--- src/hdl/ttpu_pkg.sv ---
`timescale 1ns / 1ps
// ----------------------------------------------------------------------------
// ttpu_pkg
// shared types and constants of the tile pixel unpacker
// ----------------------------------------------------------------------------
package ttpu_pkg;

	localparam int unsigned INDEX_BITS = 28;

	localparam logic [1:0] FMT_U16 = 2'd0;
	localparam logic [1:0] FMT_U32 = 2'd1;
	localparam logic [1:0] FMT_F32 = 2'd2;

	localparam logic [2:0] REG_FORMAT  = 3'd0;
	localparam logic [2:0] REG_PRED    = 3'd1;
	localparam logic [2:0] REG_ENDIAN  = 3'd2;
	localparam logic [2:0] REG_IMG_W   = 3'd3;
	localparam logic [2:0] REG_IMG_H   = 3'd4;
	localparam logic [2:0] REG_TILE_W  = 3'd5;
	localparam logic [2:0] REG_TILE_H  = 3'd6;

	typedef struct packed {
		logic        valid;
		logic        in_img;
		logic        done;
		logic [1:0]  fmt;
		logic [31:0] val;
		logic [15:0] grow;
		logic [15:0] gcol;
	} stage1_t;

endpackage

--- src/hdl/ttpu_u32_to_f32.sv ---
`timescale 1ns / 1ps
// ----------------------------------------------------------------------------
// ttpu_u32_to_f32
// unsigned 32-bit integer to ieee single, round to nearest even
// ----------------------------------------------------------------------------
module ttpu_u32_to_f32 (
	input  logic [31:0] value,
	output logic [31:0] bits
);
	logic [4:0]  p;
	logic [31:0] norm;
	logic [23:0] mant;
	logic        guard, sticky;
	logic [24:0] rnd;
	logic [7:0]  expo;

	always_comb begin
		p = 5'd0;
		for (int i = 0; i < 32; i++) begin
			if (value[i]) p = 5'(i);
		end
		norm = value << (5'd31 - p);
		mant = norm[31:8];
		guard = norm[7];
		sticky = |norm[6:0];
		rnd = {1'b0, mant} + 25'(guard && (sticky || mant[0]));
		expo = 8'(p) + 8'd127 + 8'(rnd[24]);
		if (value == 32'd0) bits = 32'd0;
		else if (rnd[24]) bits = {1'b0, expo, 23'd0};
		else bits = {1'b0, expo, rnd[22:0]};
	end
endmodule

--- src/hdl/tiff_tile_pixel_unpacker_core.sv ---
`timescale 1ns / 1ps
// ----------------------------------------------------------------------------
// tiff_tile_pixel_unpacker_core
// tiff tile sample unpacker with horizontal predictor undo
// ----------------------------------------------------------------------------
// One sample beat enters per cycle unless stalled and, if it lands inside the
// raster, leaves as one pixel beat via the stage one and output registers. Stage
// one does byte order, predictor add and raster bounds; stage two does the index
// multiply and the float conversion into the output register. The predictor
// accumulator and tile position update in the accept cycle, so back-to-back beats
// chain without bubbles. Padding beats advance position but give no output beat.
module tiff_tile_pixel_unpacker_core (
	input  logic        clk,
	input  logic        arst_n,
	input  logic        cfg_we,
	input  logic [2:0]  cfg_index,
	input  logic [15:0] cfg_data,
	input  logic        in_valid,
	output logic        in_stall,
	input  logic        tile_start,
	input  logic [15:0] tile_row,
	input  logic [15:0] tile_col,
	input  logic [31:0] sample_word,
	output logic        out_valid,
	input  logic        out_stall,
	output logic [27:0] pixel_index,
	output logic [31:0] pixel_bits,
	output logic        tile_done
);
	logic [1:0]  fmt_q;
	logic        pred_q, be_q;
	logic [15:0] img_w_q, img_h_q, tile_w_q, tile_h_q;
	logic [15:0] row_q, col_q;
	logic [31:0] sum_q;
	ttpu_pkg::stage1_t s1_q;

	// config registers
	always_ff @(posedge clk or negedge arst_n) begin
		if (!arst_n) begin
			fmt_q <= ttpu_pkg::FMT_U16; pred_q <= 1'b0; be_q <= 1'b0;
			img_w_q <= 16'd1; img_h_q <= 16'd1; tile_w_q <= 16'd1; tile_h_q <= 16'd1;
		end else if (cfg_we) begin
			unique case (cfg_index)
				ttpu_pkg::REG_FORMAT: fmt_q <= cfg_data[1:0];
				ttpu_pkg::REG_PRED:   pred_q <= cfg_data[0];
				ttpu_pkg::REG_ENDIAN: be_q <= cfg_data[0];
				ttpu_pkg::REG_IMG_W:  img_w_q <= cfg_data;
				ttpu_pkg::REG_IMG_H:  img_h_q <= cfg_data;
				ttpu_pkg::REG_TILE_W: tile_w_q <= cfg_data;
				ttpu_pkg::REG_TILE_H: tile_h_q <= cfg_data;
				default: ;
			endcase
		end
	end

	// stage two is the output register; pipeline moves unless it holds a stalled beat
	logic advance;
	assign advance = !(out_valid && out_stall);
	logic s1_move;
	assign s1_move = advance || !s1_q.valid;
	assign in_stall = !s1_move;
	logic acc;
	assign acc = in_valid && s1_move;

	logic [15:0] tw, th, row_c, col_c;
	logic        is16;
	logic [31:0] v, sum_c, val;
	logic [31:0] grow32, gcol32, endr32, endc32;
	logic [32:0] endr_c, endc_c;
	logic        in_img, done;

	always_comb begin
		tw = (tile_w_q == 16'd0) ? 16'd1 : tile_w_q;
		th = (tile_h_q == 16'd0) ? 16'd1 : tile_h_q;
		row_c = tile_start ? 16'd0 : row_q;
		col_c = tile_start ? 16'd0 : col_q;
		sum_c = (col_c == 16'd0) ? 32'd0 : sum_q;
		is16 = (fmt_q == ttpu_pkg::FMT_U16);
		if (is16) v = be_q ? {16'd0, sample_word[7:0], sample_word[15:8]}
		                   : {16'd0, sample_word[15:0]};
		else if (be_q) v = {sample_word[7:0], sample_word[15:8],
		                    sample_word[23:16], sample_word[31:24]};
		else v = sample_word;
		if (pred_q) begin
			val = sum_c + v;
			if (is16) val[31:16] = 16'd0;
		end else val = v;
		// 16x16 position products and 17x16 tile end products, two per path
		grow32 = 32'(tile_row) * 32'(th) + 32'(row_c);
		gcol32 = 32'(tile_col) * 32'(tw) + 32'(col_c);
		endr_c = (33'(tile_row) + 33'd1) * 33'(th);
		endc_c = (33'(tile_col) + 33'd1) * 33'(tw);
		endr32 = (endr_c > 33'(img_h_q)) ? 32'(img_h_q) : endr_c[31:0];
		endc32 = (endc_c > 33'(img_w_q)) ? 32'(img_w_q) : endc_c[31:0];
		in_img = (grow32 < 32'(img_h_q)) && (gcol32 < 32'(img_w_q));
		done = (grow32 == endr32 - 32'd1) && (gcol32 == endc32 - 32'd1);
	end

	// position and accumulator
	always_ff @(posedge clk or negedge arst_n) begin
		if (!arst_n) begin
			row_q <= 16'd0; col_q <= 16'd0; sum_q <= 32'd0;
		end else if (acc) begin
			sum_q <= val;
			if (17'(col_c) + 17'd1 >= 17'(tw)) begin
				col_q <= 16'd0;
				row_q <= (17'(row_c) + 17'd1 >= 17'(th)) ? 16'd0 : row_c + 16'd1;
			end else begin
				col_q <= col_c + 16'd1;
				row_q <= row_c;
			end
		end
	end

	// stage one register
	always_ff @(posedge clk or negedge arst_n) begin
		if (!arst_n) s1_q <= '0;
		else begin
			if (s1_move) s1_q.valid <= acc && in_img;
			if (acc) begin
				s1_q.in_img <= in_img; s1_q.done <= done; s1_q.fmt <= fmt_q;
				s1_q.val <= val; s1_q.grow <= grow32[15:0]; s1_q.gcol <= gcol32[15:0];
			end
		end
	end

	logic [31:0] fbits;
	ttpu_u32_to_f32 u_conv (.value(s1_q.val), .bits(fbits));
	logic [31:0] idx;
	assign idx = 32'(s1_q.grow) * 32'(img_w_q) + 32'(s1_q.gcol);

	// output register
	always_ff @(posedge clk or negedge arst_n) begin
		if (!arst_n) out_valid <= 1'b0;
		else if (advance) out_valid <= s1_q.valid;
	end
	always_ff @(posedge clk) begin
		if (advance && s1_q.valid) begin
			pixel_index <= idx[ttpu_pkg::INDEX_BITS-1:0];
			pixel_bits <= (s1_q.fmt == ttpu_pkg::FMT_F32) ? s1_q.val : fbits;
			tile_done <= s1_q.done && s1_q.in_img;
		end
	end
endmodule

--- config.mk ---
export PLATFORM = sky130hd
export DESIGN_NAME = tiff_tile_pixel_unpacker_core
export DESIGN_NICKNAME = d
export VERILOG_FILES = /design/src/hdl/ttpu_pkg.sv /design/src/hdl/ttpu_u32_to_f32.sv /design/src/hdl/tiff_tile_pixel_unpacker_core.sv
export SDC_FILE = /design/constraint.sdc
export NUM_CORES = 2
export LEC_CHECK = 0
export BUFFER_PORTS_ARGS = -buffer_cell sky130_fd_sc_hd__buf_4
export CAP_MARGIN = 10
export CORE_AREA = 3 3 351 353
export DETAILED_ROUTE_END_ITERATION = 12
export DIE_AREA = 0 0 354 356
export HOLD_SLACK_MARGIN = 0.15
export PLACE_DENSITY_LB_ADDON = 0.12
export REMOVE_ABC_BUFFERS = 1
export SLEW_MARGIN = 15
export SYNTH_ARGS = -nofsm -noshare
export SYNTH_HDL_FRONTEND = slang
export SYNTH_SLANG_ARGS = --single-unit
--- constraint.sdc ---
create_clock -name clk -period 21.1 [get_ports clk]
set_input_delay 2.11 -clock clk [delete_from_list [all_inputs] [get_ports clk]]
set_output_delay 2.11 -clock clk [all_outputs]
set_load 0.05 [all_outputs]
==> key figures <==
Timing
  • Post-route minimum period: 14,500 ps
  • Fmax: 68.98 MHz
  • Final Skew: 24.85 ps
  • Fin. Hold Viols: 0
  • Measured slew at the worst slew-check pin: 1134 ps
  • RSZ-0062 raised after global routing: false
  • Pins Over Slew Limit: 0
  • Endpoints failing setup: 0
  • Final worst path period share: 68.70%
  • Worst slew margin: 24.13%
  • Setup TNS Final: 0 ps

Drt
  • Final wirelength: 191,900 um
  • Avg Vias per Cell: 5.713
  • Wire per inst: 21.21 um
  • Via count: 51,680
  • DRT antenna net count: 0
  • Wire length on met3: 11,640 um
  • DRT iter0 DRCs: 3,860
  • Wire length on met1: 80,790 um
  • Met2 WL: 90,590 um
  • Drt first pass iters: 6
  • DRC violations left: 0
  • Highest Signal Layer: met4

Setup path
  • Crit Path Class: in2reg
  • Worst setup SP type: input port
  • CP max FO: 40
  • CP Data Required Time: 21,670 ps
  • Crit path max-delay cell type: xor2_1
  • Setup crit end kind: register
  • Data arrival, critical path: 15,070 ps
  • Worst R2R Setup Slack: 8570 ps
  • Max stage delay on crit path: 710 ps

Placement
  • Gp weighted congestion: 0.9385
  • Port buffer count: 151
  • Hpwl dp: 152,200 um

Logic synthesis
  • FFs w/ async S/R, synth: 73.59%
  • Yosys top cell area share: 32.74%
  • Syn avg cell area: 8.518 um^2
  • Post-synthesis register bit count: 231
  • Top cells by area, synth: fa_1 (33%), ha_1 (13%), inv_1 (8.1%)
  • Unique masters post-synth: 90
  • Cell Area, Synth: 0.06371 mm^2
  • Leading area contributor after synthesis: fa_1
  • Post-synthesis sequential area ratio: 9.560%
  • Ys Warns: 0
  • Post-synth EDFFs: 61
  • Gate Count Post-Synth: 7,480
  • Top_reg_cell synth: dfrtp_1

Final layout
  • Layout area overhead: 5.785%
  • Layout cell share with drive strength beyond 1: 5.775%
  • Final Net Count: 9,177
  • Most frequent cells in the layout: inv_1 (1,367), nand2_1 (1,121), fa_1 (1,042)
  • Commonest non-fill, non-tap cell in the layout: inv_1

Clocking
  • Clk sinks: 231
  • H-tree depth: 1
  • Post-CTS sizing: 0
  • Hold_buf cts: 0
  • Reg clk slew, reported paths: 70 ps
  • Setup Buffers After CTS: 0
  • Worst skew pair latency: 640 ps
  • Root buf cell: clkbuf_16
  • CTS tree: built
  • CTS buffer count: 31
  • Max Buffers Root-to-Sink: 3

Floorplanning
  • Height of the die: 356 um
  • Core ar.: 0.1201 mm^2
  • Die area: 0.1260 mm^2
  • # rows: 127
  • Die W: 354 um
  • # IOs: 152
  • Initial Util: 53.04%

Global routing
  • Total global routing overflow: 0
  • Number of global-route vias before repair: 53,050
  • First-pass GRT wire length: 304,700 um
  • Pin count of the biggest net entering global routing: 87
  • Total GRT Usage: 30.81%
  • Initial antenna violation count: 7

Hold path
  • Worst hold path type: reg2reg

Outcome
  • Status: finished, final reports clean

Job
  • Max Cap Viol: 0
## cell usage after synthesis, types with 147 or more instances
cell      instances
nand2_1        1122
clkbuf_1        330
and2_1          475
ha_1            642
mux2i_1         147
inv_1          1367
xnor2_1         199
dfrtp_1         166
o21ai_0         197
a21oi_1         208
nor2_1          333
fa_1           1042
## final cells by class
type / instances / area, um^2
inverter: 1371 / 5146
clock buffer: 42 / 867.1
multi-input combinational: 5507 / 51120
timing repair buffer: 262 / 1973
antenna: 5 / 12.51
fill: 11200 / 52730
clock inverter: 16 / 168.9
sequential: 231 / 6093
tap: 1612 / 2017
## per-stage QoR
| step | setup WS [ps] | utilization (%) | hold slack (ps) | std cells | instance area, um^2 |
|---|---|---|---|---|---|
| after floorplan | 6497 | - | 438.0 | 7109 | 62300 |
| after global placement | 6473 | 55.23 | 449.1 | 8983 | 66350 |
| after detailed placement | 6135 | 55.23 | 457.3 | 8983 | 66350 |
| after CTS | 6753 | 56.09 | 471.4 | 9041 | 67380 |
| after global routing | 5840 | 56.10 | 514.5 | 9045 | 67390 |
| final | 6604 | 56.10 | 472.8 | 9046 | 67400 |
## kinds of logic after synthesis
logic type	share of synthesized area [%]
AOI/OAI and AO/OA	9.173
xor gates and xnor gates	3.835
adders and majority gates	45.35
buffers and inverters	10.30
DFF	9.560
muxes	3.582
and+or+nand+nor	18.20
## critical path, delay by kind of cell
family / cells / cell delay [ps]
and+or+nand+nor: 14 / 3880
muxes: 2 / 520
AOI/OAI and AO/OA: 10 / 2840
buffers and inverters: 7 / 1120
xor gates and xnor gates: 1 / 710
adders and majority gates: 10 / 3840
## worst paths after layout
path | startpoint | to | cells past startpoint
max | tile_col[0] | s1_q[66] | 44
min | s1_q[67] | s1_q[67] | 1
max reg2reg | tile_w_q[5] | s1_q[66] | 42
min reg2reg | s1_q[67] | s1_q[67] | 1
max in group asynchronous | arst_n | tile_w_q[13] | 3
min in group asynchronous | arst_n | s1_q[32] | 1
## registers in the layout, summed over array words and instances (netlist names)
name	flops
fmt_q	2
tile_w_q	16
col_q	16
tile_done	1
pixel_bits	32
pred_q	1
out_valid	1
s1_q	69
be_q	1
img_h_q	16
tile_h_q	16
pixel_index	28
row_q	16
img_w_q	16
## per-layer routing
| layer | vias up | GRT usage, % |
|---|---|---|
| met5 | - | 0 |
| met4 | 0 | 12.50 |
| met3 | 351 | 3.388 |
| met2 | 1761 | 50.81 |
| met1 | 26080 | 41.64 |
| li1 | 23480 | - |
Power is left out: the tool's default activity adds up to more than one toggle a clock period on the data nets, which glitch-free logic cannot reach.
